$ cat src/rtl/core/assert_macros.svh
// assertion macros used by the sgr decoder engine
`ifndef ASSERT_MACROS_SVH
`define ASSERT_MACROS_SVH

`ifndef ASSERT_OFF

// same-cycle implication, disabled while in reset
`define ASSERT_IMP(lbl, clk, rst_n, ante, cons, msg) \
  lbl: assert property (@(posedge clk) disable iff (!rst_n) (ante) |-> (cons)) else $error(msg);

// next-cycle implication, disabled while in reset
`define ASSERT_NXT(lbl, clk, rst_n, ante, cons, msg) \
  lbl: assert property (@(posedge clk) disable iff (!rst_n) (ante) |=> (cons)) else $error(msg);

`else

`define ASSERT_IMP(lbl, clk, rst_n, ante, cons, msg)
`define ASSERT_NXT(lbl, clk, rst_n, ante, cons, msg)

`endif

`endif

$ cat src/rtl/core/sgra_pkg.sv
// shared types and constants of the sgr attribute decoder
`timescale 1ns / 1ps

package sgra_pkg;

  localparam int unsigned COLOR_W = 25;

  localparam logic [COLOR_W-1:0] COLOR_DEFAULT = 25'd256;

  // one parameter word after range reduction
  typedef struct packed {
    logic       byte_ok;   // value below 256
    logic [7:0] low;
    logic       colon;
    logic       last;
  } sgra_item_t;

  typedef struct packed {
    logic signed [1:0]  weight;
    logic               italic;
    logic [2:0]         uline;
    logic               reverse;
    logic               invisible;
    logic               strike;
    logic [COLOR_W-1:0] fg_color;
    logic [COLOR_W-1:0] bg_color;
    logic [COLOR_W-1:0] ul_color;
    logic               ul_colored;
  } sgra_attr_t;

  typedef struct packed {
    sgra_attr_t attr;
    logic       bad;
  } sgra_result_t;

  localparam sgra_attr_t ATTR_RESET = '{
    weight:     2'sd0,
    italic:     1'b0,
    uline:      3'd0,
    reverse:    1'b0,
    invisible:  1'b0,
    strike:     1'b0,
    fg_color:   COLOR_DEFAULT,
    bg_color:   COLOR_DEFAULT,
    ul_color:   '0,
    ul_colored: 1'b0
  };

endpackage

$ cat src/rtl/core/sgra_in_reg.sv
// input register: takes one parameter word and reduces it to a byte and a range flag
`timescale 1ns / 1ps

module sgra_in_reg
  import sgra_pkg::*;
#(
  parameter int unsigned PARAM_BITS = 16
) (
  input  logic                  clk,
  input  logic                  rst_n,
  input  logic                  in_valid,
  output logic                  in_ready,
  input  logic [PARAM_BITS-1:0] in_param_value,
  input  logic                  in_colon_follows,
  input  logic                  in_last_param,
  input  logic                  pop,
  output logic                  item_valid,
  output sgra_item_t            item
);

  logic       valid_r;
  sgra_item_t item_r;

  assign in_ready   = !valid_r || pop;
  assign item_valid = valid_r;
  assign item       = item_r;

  always_ff @(posedge clk) begin
    if (!rst_n) begin
      valid_r <= 1'b0;
    end else if (in_ready) begin
      valid_r <= in_valid;
    end
    if (in_valid && in_ready) begin
      item_r.byte_ok <= ~|in_param_value[PARAM_BITS-1:8];
      item_r.low     <= in_param_value[7:0];
      item_r.colon   <= in_colon_follows;
      item_r.last    <= in_last_param;
    end
  end

endmodule

$ cat src/rtl/core/sgra_engine.sv
// sgr code decode, pending color form state and attribute registers
`timescale 1ns / 1ps
`include "assert_macros.svh"

module sgra_engine
  import sgra_pkg::*;
(
  input  logic         clk,
  input  logic         rst_n,
  input  logic         adv,
  input  sgra_item_t   item,
  output sgra_result_t res
);

  localparam logic [7:0] C_RESET      = 8'd0;
  localparam logic [7:0] C_BOLD       = 8'd1;
  localparam logic [7:0] C_FAINT      = 8'd2;
  localparam logic [7:0] C_ITALIC     = 8'd3;
  localparam logic [7:0] C_ULINE      = 8'd4;
  localparam logic [7:0] C_BLINK      = 8'd5;
  localparam logic [7:0] C_BLINK_FAST = 8'd6;
  localparam logic [7:0] C_REVERSE    = 8'd7;
  localparam logic [7:0] C_HIDE       = 8'd8;
  localparam logic [7:0] C_STRIKE     = 8'd9;
  localparam logic [7:0] C_DBL_ULINE  = 8'd21;
  localparam logic [7:0] C_NORMAL     = 8'd22;
  localparam logic [7:0] C_NO_ITALIC  = 8'd23;
  localparam logic [7:0] C_NO_ULINE   = 8'd24;
  localparam logic [7:0] C_NO_BLINK   = 8'd25;
  localparam logic [7:0] C_NO_REVERSE = 8'd27;
  localparam logic [7:0] C_NO_HIDE    = 8'd28;
  localparam logic [7:0] C_NO_STRIKE  = 8'd29;
  localparam logic [7:0] C_FG_LO      = 8'd30;
  localparam logic [7:0] C_FG_HI      = 8'd37;
  localparam logic [7:0] C_FG_EXT     = 8'd38;
  localparam logic [7:0] C_FG_DEF     = 8'd39;
  localparam logic [7:0] C_BG_LO      = 8'd40;
  localparam logic [7:0] C_BG_HI      = 8'd47;
  localparam logic [7:0] C_BG_EXT     = 8'd48;
  localparam logic [7:0] C_BG_DEF     = 8'd49;
  localparam logic [7:0] C_UL_EXT     = 8'd58;
  localparam logic [7:0] C_UL_DEF     = 8'd59;
  localparam logic [7:0] C_FGB_LO     = 8'd90;
  localparam logic [7:0] C_FGB_HI     = 8'd97;
  localparam logic [7:0] C_BGB_LO     = 8'd100;
  localparam logic [7:0] C_BGB_HI     = 8'd107;
  localparam logic [7:0] C_TYPE_IDX   = 8'd5;
  localparam logic [7:0] C_TYPE_RGB   = 8'd2;
  localparam logic [7:0] C_UL_MAX     = 8'd5;

  localparam logic signed [1:0] W_NORMAL = 2'sd0;
  localparam logic signed [1:0] W_BOLD   = 2'sd1;
  localparam logic signed [1:0] W_FAINT  = -2'sd1;

  localparam logic [2:0] UL_NONE   = 3'd0;
  localparam logic [2:0] UL_SINGLE = 3'd1;
  localparam logic [2:0] UL_DOUBLE = 3'd2;

  typedef enum logic [3:0] {
    ST_IDLE,
    ST_TYPE,
    ST_INDEX,
    ST_RED,
    ST_GREEN,
    ST_BLUE,
    ST_ULTYPE,
    ST_SKIP,
    ST_GREEN_BAD,
    ST_BLUE_BAD
  } state_t;

  typedef enum logic [1:0] {
    TGT_FORE,
    TGT_BACK,
    TGT_UNDER
  } target_t;

  state_t     state_r,  state_nxt;
  target_t    target_r, target_nxt;
  sgra_attr_t attr_r,   attr_nxt;
  logic [7:0] red_r,    red_nxt;
  logic [7:0] green_r,  green_nxt;

  always_comb begin
    logic               bad;
    logic               done;
    logic               store;
    logic [COLOR_W-1:0] word;

    state_nxt  = state_r;
    target_nxt = target_r;
    attr_nxt   = attr_r;
    red_nxt    = red_r;
    green_nxt  = green_r;
    bad        = 1'b0;
    done       = 1'b0;
    store      = 1'b0;
    word       = '0;

    unique case (state_r)
      ST_IDLE: begin
        done = 1'b1;
        if (!item.byte_ok) begin
          bad = 1'b1;
        end else begin
          unique case (item.low) inside
            [C_FG_LO:C_FG_HI]:   attr_nxt.fg_color = {17'd0, item.low - C_FG_LO};
            [C_BG_LO:C_BG_HI]:   attr_nxt.bg_color = {17'd0, item.low - C_BG_LO};
            [C_FGB_LO:C_FGB_HI]: attr_nxt.fg_color = {17'd0, item.low - C_FGB_LO + 8'd8};
            [C_BGB_LO:C_BGB_HI]: attr_nxt.bg_color = {17'd0, item.low - C_BGB_LO + 8'd8};
            C_RESET:      attr_nxt = ATTR_RESET;
            C_BOLD:       attr_nxt.weight = W_BOLD;
            C_FAINT:      attr_nxt.weight = W_FAINT;
            C_ITALIC:     attr_nxt.italic = 1'b1;
            C_ULINE: begin
              if (item.colon) begin
                state_nxt = ST_ULTYPE;
                done      = 1'b0;
              end else begin
                attr_nxt.uline = UL_SINGLE;
              end
            end
            C_BLINK, C_BLINK_FAST, C_NO_BLINK: ;
            C_REVERSE:    attr_nxt.reverse = 1'b1;
            C_HIDE:       attr_nxt.invisible = 1'b1;
            C_STRIKE:     attr_nxt.strike = 1'b1;
            C_DBL_ULINE:  attr_nxt.uline = UL_DOUBLE;
            C_NORMAL:     attr_nxt.weight = W_NORMAL;
            C_NO_ITALIC:  attr_nxt.italic = 1'b0;
            C_NO_ULINE:   attr_nxt.uline = UL_NONE;
            C_NO_REVERSE: attr_nxt.reverse = 1'b0;
            C_NO_HIDE:    attr_nxt.invisible = 1'b0;
            C_NO_STRIKE:  attr_nxt.strike = 1'b0;
            C_FG_EXT, C_BG_EXT, C_UL_EXT: begin
              target_nxt = (item.low == C_FG_EXT) ? TGT_FORE :
                           (item.low == C_BG_EXT) ? TGT_BACK : TGT_UNDER;
              state_nxt  = ST_TYPE;
              done       = 1'b0;
            end
            C_FG_DEF:     attr_nxt.fg_color = COLOR_DEFAULT;
            C_BG_DEF:     attr_nxt.bg_color = COLOR_DEFAULT;
            C_UL_DEF: begin
              attr_nxt.ul_colored = 1'b0;
              attr_nxt.ul_color   = '0;
            end
            default:      bad = 1'b1;
          endcase
        end
      end
      ST_TYPE: begin
        if (item.byte_ok && item.low == C_TYPE_IDX) begin
          state_nxt = ST_INDEX;
        end else if (item.byte_ok && item.low == C_TYPE_RGB) begin
          state_nxt = ST_RED;
        end else begin
          bad  = 1'b1;
          done = 1'b1;
        end
      end
      ST_INDEX: begin
        done  = 1'b1;
        bad   = !item.byte_ok;
        store = item.byte_ok;
        word  = {17'd0, item.low};
      end
      ST_RED: begin
        red_nxt   = item.low;
        state_nxt = item.byte_ok ? ST_GREEN : ST_GREEN_BAD;
      end
      ST_GREEN: begin
        green_nxt = item.low;
        state_nxt = item.byte_ok ? ST_BLUE : ST_BLUE_BAD;
      end
      ST_GREEN_BAD: state_nxt = ST_BLUE_BAD;
      ST_BLUE: begin
        done  = 1'b1;
        bad   = !item.byte_ok;
        store = item.byte_ok;
        word  = {1'b1, red_r, green_r, item.low};
      end
      ST_BLUE_BAD: begin
        bad  = 1'b1;
        done = 1'b1;
      end
      ST_ULTYPE: begin
        done = 1'b1;
        // types above five are silently ignored
        if (item.byte_ok && item.low <= C_UL_MAX) begin
          attr_nxt.uline = item.low[2:0];
        end
      end
      ST_SKIP: begin
        if (!item.colon) begin
          state_nxt = ST_IDLE;
        end
      end
      default: state_nxt = ST_IDLE;
    endcase

    if (store) begin
      case (target_r)
        TGT_FORE:  attr_nxt.fg_color = word;
        TGT_BACK:  attr_nxt.bg_color = word;
        TGT_UNDER: begin
          attr_nxt.ul_color   = word;
          attr_nxt.ul_colored = 1'b1;
        end
        default: ;
      endcase
    end

    // a colon after a finished command opens a group to skip
    if (done) begin
      state_nxt = item.colon ? ST_SKIP : ST_IDLE;
    end

    // end of sequence drops any unfinished form
    if (item.last) begin
      if (state_nxt != ST_IDLE && state_nxt != ST_SKIP) begin
        bad = 1'b1;
      end
      state_nxt = ST_IDLE;
    end

    res.attr = attr_nxt;
    res.bad  = bad;
  end

  always_ff @(posedge clk) begin
    if (!rst_n) begin
      state_r  <= ST_IDLE;
      target_r <= TGT_FORE;
      attr_r   <= ATTR_RESET;
      red_r    <= '0;
      green_r  <= '0;
    end else if (adv) begin
      state_r  <= state_nxt;
      target_r <= target_nxt;
      attr_r   <= attr_nxt;
      red_r    <= red_nxt;
      green_r  <= green_nxt;
    end
  end

  `ASSERT_NXT(a_last_idle, clk, rst_n, adv && item.last, state_r == ST_IDLE, "sequence end left a pending form")
  `ASSERT_NXT(a_hold, clk, rst_n, !adv, $stable(state_r) && $stable(attr_r), "state moved without a word")
  `ASSERT_IMP(a_ul_clear, clk, rst_n, !attr_r.ul_colored, attr_r.ul_color == '0, "underline color set while not colored")
  `ASSERT_IMP(a_weight, clk, rst_n, 1'b1, attr_r.weight != 2'b10, "weight holds an unused code")

endmodule

$ cat src/rtl/core/sgr_attribute_decoder.sv
// sgr attribute decoder top level: input register, decode engine, result register
// a word in the input register is decoded and loaded into the result register once that is empty or being drained
// throughput: one word per cycle while the result register keeps draining, with a single decode pass between registers
// the input register refills in the same cycle its word moves on, so stalls cost no bubbles
// reset (synchronous, active low) empties both registers and restores default attributes
`timescale 1ns / 1ps

module sgr_attribute_decoder
  import sgra_pkg::*;
#(
  parameter int unsigned PARAM_BITS = 16
) (
  input  logic                  clk,
  input  logic                  rst_n,
  input  logic                  in_valid,
  output logic                  in_ready,
  input  logic [PARAM_BITS-1:0] in_param_value,
  input  logic                  in_colon_follows,
  input  logic                  in_last_param,
  output logic                  out_valid,
  input  logic                  out_ready,
  output logic signed [1:0]     out_weight,
  output logic                  out_italic_on,
  output logic [2:0]            out_underline_style,
  output logic                  out_reverse_on,
  output logic                  out_invisible_on,
  output logic                  out_strike_on,
  output logic [COLOR_W-1:0]    out_fore_color,
  output logic [COLOR_W-1:0]    out_back_color,
  output logic [COLOR_W-1:0]    out_uline_color,
  output logic                  out_uline_colored,
  output logic                  out_bad_param
);

  logic         item_valid;
  sgra_item_t   item;
  logic         adv;
  sgra_result_t res;
  logic         out_valid_r;
  sgra_result_t out_r;

  // a word moves on when the result register is empty or being drained
  assign adv = item_valid && (!out_valid_r || out_ready);

  sgra_in_reg #(
    .PARAM_BITS(PARAM_BITS)
  ) u_in_reg (
    .clk             (clk),
    .rst_n           (rst_n),
    .in_valid        (in_valid),
    .in_ready        (in_ready),
    .in_param_value  (in_param_value),
    .in_colon_follows(in_colon_follows),
    .in_last_param   (in_last_param),
    .pop             (adv),
    .item_valid      (item_valid),
    .item            (item)
  );

  sgra_engine u_engine (
    .clk  (clk),
    .rst_n(rst_n),
    .adv  (adv),
    .item (item),
    .res  (res)
  );

  always_ff @(posedge clk) begin
    if (!rst_n) begin
      out_valid_r <= 1'b0;
    end else if (adv) begin
      out_valid_r <= 1'b1;
    end else if (out_ready) begin
      out_valid_r <= 1'b0;
    end
    if (adv) begin
      out_r <= res;
    end
  end

  assign out_valid           = out_valid_r;
  assign out_weight          = out_r.attr.weight;
  assign out_italic_on       = out_r.attr.italic;
  assign out_underline_style = out_r.attr.uline;
  assign out_reverse_on      = out_r.attr.reverse;
  assign out_invisible_on    = out_r.attr.invisible;
  assign out_strike_on       = out_r.attr.strike;
  assign out_fore_color      = out_r.attr.fg_color;
  assign out_back_color      = out_r.attr.bg_color;
  assign out_uline_color     = out_r.attr.ul_color;
  assign out_uline_colored   = out_r.attr.ul_colored;
  assign out_bad_param       = out_r.bad;

endmodule

$ cat config.mk
export PLATFORM = sky130hd
export DESIGN_NAME = sgr_attribute_decoder
export DESIGN_NICKNAME = d
export VERILOG_FILES = /design/src/rtl/core/sgra_pkg.sv /design/src/rtl/core/sgra_in_reg.sv /design/src/rtl/core/sgra_engine.sv /design/src/rtl/core/sgr_attribute_decoder.sv
export VERILOG_INCLUDE_DIRS = /design/src /design/src/rtl/core
export SDC_FILE = /design/constraint.sdc
export NUM_CORES = 1
export LEC_CHECK = 0
export BUFFER_PORTS_ARGS = -buffer_cell sky130_fd_sc_hd__buf_2
export CAP_MARGIN = 20
export CELL_PAD_IN_SITES_DETAIL_PLACEMENT = 0
export CELL_PAD_IN_SITES_GLOBAL_PLACEMENT = 1
export CORE_ASPECT_RATIO = 0.7
export CORE_MARGIN = 4
export CORE_UTILIZATION = 40
export DETAILED_ROUTE_END_ITERATION = 8
export GPL_ROUTABILITY_DRIVEN = 0
export PLACE_DENSITY = 0.82
export SLEW_MARGIN = 10
export SYNTH_ARGS = -nofsm -noshare
export SYNTH_HDL_FRONTEND = slang
export SYNTH_SLANG_ARGS = --single-unit
export TNS_END_PERCENT = 1
$ cat constraint.sdc
create_clock -name clk -period 3.9 [get_ports clk]
set_clock_uncertainty 0.05 [all_clocks]
set_input_delay 0.39 -clock clk [delete_from_list [all_inputs] [get_ports clk]]
set_output_delay 0.39 -clock clk [all_outputs]
set_load 0.05 [all_outputs]
# After elaboration in Yosys (flattened, before gate mapping)
# Index checks and enable logic that the tools add are counted.
word_totals:
  register_bits: 206
  output_inout_bits: 88
op_classes:
  n_addsub: 6
  magnitude_cmp: 9
  n_eq_ne: 35
  n_mux: 48
  n_reduce_logical: 38
op_table:
  columns: ["op", "count"]
  rows:
  - ["25-bit one-hot mux with 3 select lines", 2]
  - ["85-bit 2-to-1 mux", 1]
  - ["79-bit 2-to-1 mux", 1]
  - ["76-bit 2-to-1 mux", 1]
  - ["8-bit by 5-bit == test with 1-bit output, second input constant", 8]
  - ["26-bit 2-to-1 mux", 2]
  - ["25-bit 2-to-1 mux", 2]
  - ["25-bit one-hot mux with 2 select lines", 1]
  - ["8-bit by 6-bit == test with 1-bit output, second input constant", 6]
  - ["4-bit 2-to-1 mux", 9]
  - ["8-bit by 3-bit == test with 1-bit output, second input constant", 4]
  - ["4-bit one-hot mux with 7 select lines", 1]
  - ["28-bit OR reduction", 1]
  - ["2-bit OR reduction", 10]
  - ["8-bit by 4-bit adder with 8-bit output, second input constant", 2]
  - ["4-bit by 3-bit == test with 1-bit output, second input constant", 4]
  - ["8-bit by 2-bit == test with 1-bit output, second input constant", 2]
  - ["8-bit by 4-bit == test with 1-bit output, second input constant", 2]
  - ["8-bit by 7-bit greater-or-equal comparator with 1-bit output, second input constant", 2]
  - ["8-bit by 6-bit less-or-equal comparator with 1-bit output, second input constant", 2]
  - ["8-bit by 7-bit less-or-equal comparator with 1-bit output, second input constant", 2]
  - ["8-bit by 7-bit subtractor with 8-bit output, second input constant", 2]
  - ["3-bit 2-to-1 mux", 4]
  - ["1-bit 2-to-1 mux", 11]
  - ["33 further kinds", 54]

# Longest topological paths before layout
logic_depth:
  ltp_word: 10
  ltp_mapped: 13

# Hierarchy
# A second synthesis with hierarchy kept.
hier_totals:
  hier_cells: 983
  hier_area_um2: 9730.6
modules_own_cells:
  columns: ["mod", "instances", "cells_each", "area_per_inst_um2", "seq_area_each_um2"]
  rows:
  - ["sgra_engine", 1, 874, 6707.7, 2142.1]
  - ["sgr_attribute_decoder", 1, 90, 2630.0, 2602.5]
  - ["sgra_in_reg", 1, 19, 392.9, 350.3]

# Worst setup path before layout
# Ideal clock, no wire load.
synth_path:
  path_type: "flip-flop to flip-flop"
  startpoint: "reg out_valid_r (netlist: out_valid)"
  endpoint: "reg u_engine.attr_r[76] in the netlist's numbering"
  t_arrival_ps: 3735
  setup_slack_ps: -185
  stages_incl_launch_ff: 6
  period_less_slack_ps: 4085
  path_cell_list: "dfxtp_1 -> nor2b_1 -> nand2b_1 -> clkinv_1 -> clkbuf_1 -> a311oi_1"
synth_between:
  elab_chain_cells: 3
synth_lines:
  columns: ["element", "line", "source"]
  rows:
  - ["start, declared", "sgr_attribute_decoder.sv:39", "logic out_valid_r;"]
  - ["start signal, assigned", "sgr_attribute_decoder.sv:70", "out_valid_r <= 1'b0;"]
  - ["start signal, assigned", "sgr_attribute_decoder.sv:72", "out_valid_r <= 1'b1;"]
  - ["start signal, assigned", "sgr_attribute_decoder.sv:74", "out_valid_r <= 1'b0;"]
  - ["1-bit zero test", "sgr_attribute_decoder.sv:43", "assign adv = item_valid && (!out_valid_r || out_ready);"]
  - ["1-bit logical OR", "sgr_attribute_decoder.sv:43", null]
  - ["1-bit logical AND", "sgr_attribute_decoder.sv:43", null]
  - ["net adv", "sgr_attribute_decoder.sv:37", "logic adv;"]
  - ["end signal, assigned", "sgra_engine.sv:239", "attr_r <= attr_nxt;"]
  - ["end, declared", "sgra_engine.sv:80", "sgra_attr_t attr_r, attr_nxt;"]
# The timed path passes the listed nets, and every way through them passes these cells.
# A chain may end at the register's enable or synchronous reset.

==> flow_summary.ini <==
[setup_path]
crit_type = flop to flop
worstPathMaxFanout = 18
reg2reg_to = out_fore_color[3]
data_arrival_time_of_the_critical_path_ps = 3790
worstSetupStartpointType = flop
r2r_cells = 8
ff2ff_setup_slack_ps = 300
end_kind = flop
cp.required_ps = 4090
rr_startpoint = u_in_reg.item[5]

[final_layout]
insertedDiodeCount = 0
layout-drive-gt1-share = 0.205
synthToLayoutAreaGrowth_pct = 16.1
layout.nets = 1061
layout.cell_area.non_filler_um2 = 11200

[logic_synthesis]
synth_area_um2 = 9670
synthArstFlopShare = 0
post-synth-top-count-cell = dfxtp_1
syn-instance-count = 945
synth.largest_area_cell = edfxtp_1
synth_enable_flop_cells = 97
synth-warning-count = 0
post_synth_num_cell_types = 87
synth.top_cells.by_area = edfxtp_1, dfxtp_1, a32o_1
synthFlopType = dfxtp_1
synth-seq-cells = 206
synthesis.area_per_instance_um2 = 10.2
netlist_top_cells_count = dfxtp_1, edfxtp_1, nor2_1
yosys.area.top_type_share = 0.301
synth_sequential_area_ratio = 0.527
synthesis.nets = 979

[hold_path]
whs_endpoint = u_in_reg.item[0]
hold_path.startpoint = in_last_param
worst_hold_class = input pin to flop
timing.hold.worst_path_depth = 1

[clocking]
clockRootBuffer = clkbuf_16
cts.sink_count = 206
clockBufferDepth = 3
cts.htree.levels = 1
worstSkewPairLatency_ps = 500
cts_inserted_buffers = 21
clkTransAtPathRegs_ps = 70
cts_hold_repair.buffers = 0
cts_tree = done
postCtsSetupBuffers = 0
cts-resized-gates = 0

[power]
clock_power_share = 0.419
cell_internal_pwr_w = 0.00363
power_switching_w = 0.00121
power_frac_seq = 0.488
ir_drop_v = 0.000232
power_density_cells_nw_per_um2 = 431
net_switching_fraction_of_the_power = 0.250
comb_power_share = 0.093
leakagePower_nw = 4.08

[timing]
slew_headroom = 0.334
achievable-frequency_mhz = 278
post-route-period-util = 0.923
finalHoldViolations = 0
setup_viol = 0
final.setup.tns_ps = 0
period_minus_slack_ps = 3600
rsz0062_at_grt = false
max_slew.worst_pin.slew_ps = 999
final.setup.worst_slack_ps = 301
maxSlewViolCount = 0

[placement]
placedInstanceArea_um2 = 10500
dpl.hpwl_um = 19900
placement.setup.worst_slack_ps = 430
port_buf_inserts = 109

[global_route]
grt_pass1_wl_um = 46000
number_of_antenna_violations_at_the_first_check_in_global_routing = 0
global_route.usage.total = 0.211
via_count_of_the_first_global_routing_pass = 7677
globalRouteOverflowTotal = 0
largest_net_degree_at_the_start_of_global_routing = 76

[die]
rows = 47
die-area_um2 = 26800
floorplan.die.width_um = 194
floorplan.die.height_um = 138
initial_utilization = 0.408
ios = 110
core-area_um2 = 23700

[detailed_routing]
route.detailed.wl_per_inst_um = 21.8
routed_via_density = 6.09
postRouteAntennaNets = 0
via_count = 8275
route.final.wire_length_um = 29600
first_pass_iters = 5
drt_drc_violations_left = 0
detailedRoute.firstIterationViolations = 975

[status]
run_status = complete, no violations

[job]
max_cap_viol_count = 0
-- per-layer routing --
metal	part of all wire	vias up	wire, µm	global-route usage
met5	0	-	0	0
met4	0.022	0	652	0.0473
met3	0.10	42	2960	0.0433
met2	0.39	476	11600	0.283
met1	0.48	3985	14300	0.346
li1	-	3772	-	-
-- critical path: stages (launching register included) --
cell and delay (ps):
edfxtp_1 400, inv_1 340, ha_1 500, nand2b_1 120
a211oi_1 390, a311o_1 420, o31ai_1 170, and2_1 530
a221o_1 430
-- worst max path at each step --
stage | start | endpoint | slack (ps) | cells after the start
floorplan | u_in_reg.item[5] | out_fore_color[10] | 890 | 12
global placement | u_in_reg.item[4] | out_fore_color[3] | 560 | 8
detailed placement | u_in_reg.item[5] | out_fore_color[3] | 430 | 8
CTS | u_in_reg.item[5] | out_fore_color[3] | 420 | 8
global route | u_in_reg.item[5] | out_fore_color[3] | 210 | 8
finish | u_in_reg.item[5] | out_fore_color[3] | 300 | 8
-- registers in the layout, summed over array words and instances, names as in the netlist, 3 cells and up --
name and count:
out_back_color 25, out_fore_color 25, out_uline_color 25, out_underline_style 3, u_engine.attr_r 85, u_engine.green_r 8, u_engine.red_r 8, u_engine.state_r 4
u_in_reg.item 11
-- through the flow --
step | instances | total power [W] | hold slack, ps | utilization
after floorplan | 945 | 0.00272 | 383 | -
after global placement | 1322 | 0.00285 | 390 | 0.445
after detailed placement | 1322 | 0.00285 | 404 | 0.445
after CTS | 1359 | 0.00486 | 4.99 | 0.474
after global routing | 1359 | 0.00499 | 12.5 | 0.474
final | 1359 | 0.00484 | 21.3 | 0.474
-- final cells by class --
| class | instances | area [µm²] |
|---|---|---|
| tap | 318 | 398 |
| clock inverter | 10 | 134 |
| timing repair buffer | 147 | 843 |
| multi-input combinational | 636 | 4150 |
| clock buffer | 27 | 548 |
| inverter | 15 | 58.8 |
| sequential | 206 | 5090 |
| fill | 2194 | 12500 |
-- power groups by stage --
stage / registers, W / logic [W] / clock network (W)
final: 0.00236 / 0.000450 / 0.00203
after global placement: 0.00241 / 0.000442 / 0
after detailed placement: 0.00241 / 0.000444 / 0
after global routing: 0.00237 / 0.000477 / 0.00214
after floorplan: 0.00252 / 0.000199 / 0
after CTS: 0.00236 / 0.000445 / 0.00206
-- placed cells by master, fill, tap and decap left out, types with 9 or more instances in the layout --
cell and count:
a21o_1 9, edfxtp_1 97, nand2_1 58, a22o_1 14
nand2b_1 9, nand3_1 56, clkbuf_16 21, a32oi_1 10
and2_1 12, buf_4 37, o221ai_1 9, a32o_1 51
a21oi_1 57, nor2b_1 12, inv_1 13, a22oi_1 24
dfxtp_1 109, o21ai_0 37, a31oi_1 9, ha_1 12
nor2_1 97, buf_2 109, nor3_1 17
-- cell families after synthesis --
family / synth area share
and+or+nand+nor: 0.169
AOI/OAI and AO/OA: 0.237
DFF: 0.527
buffers and inverters: 0.0458
adders and majority gates: 0.0155
muxes: 0.00427
xor gates and xnor gates: 0.00181
(Power assumes the default switching activity.)
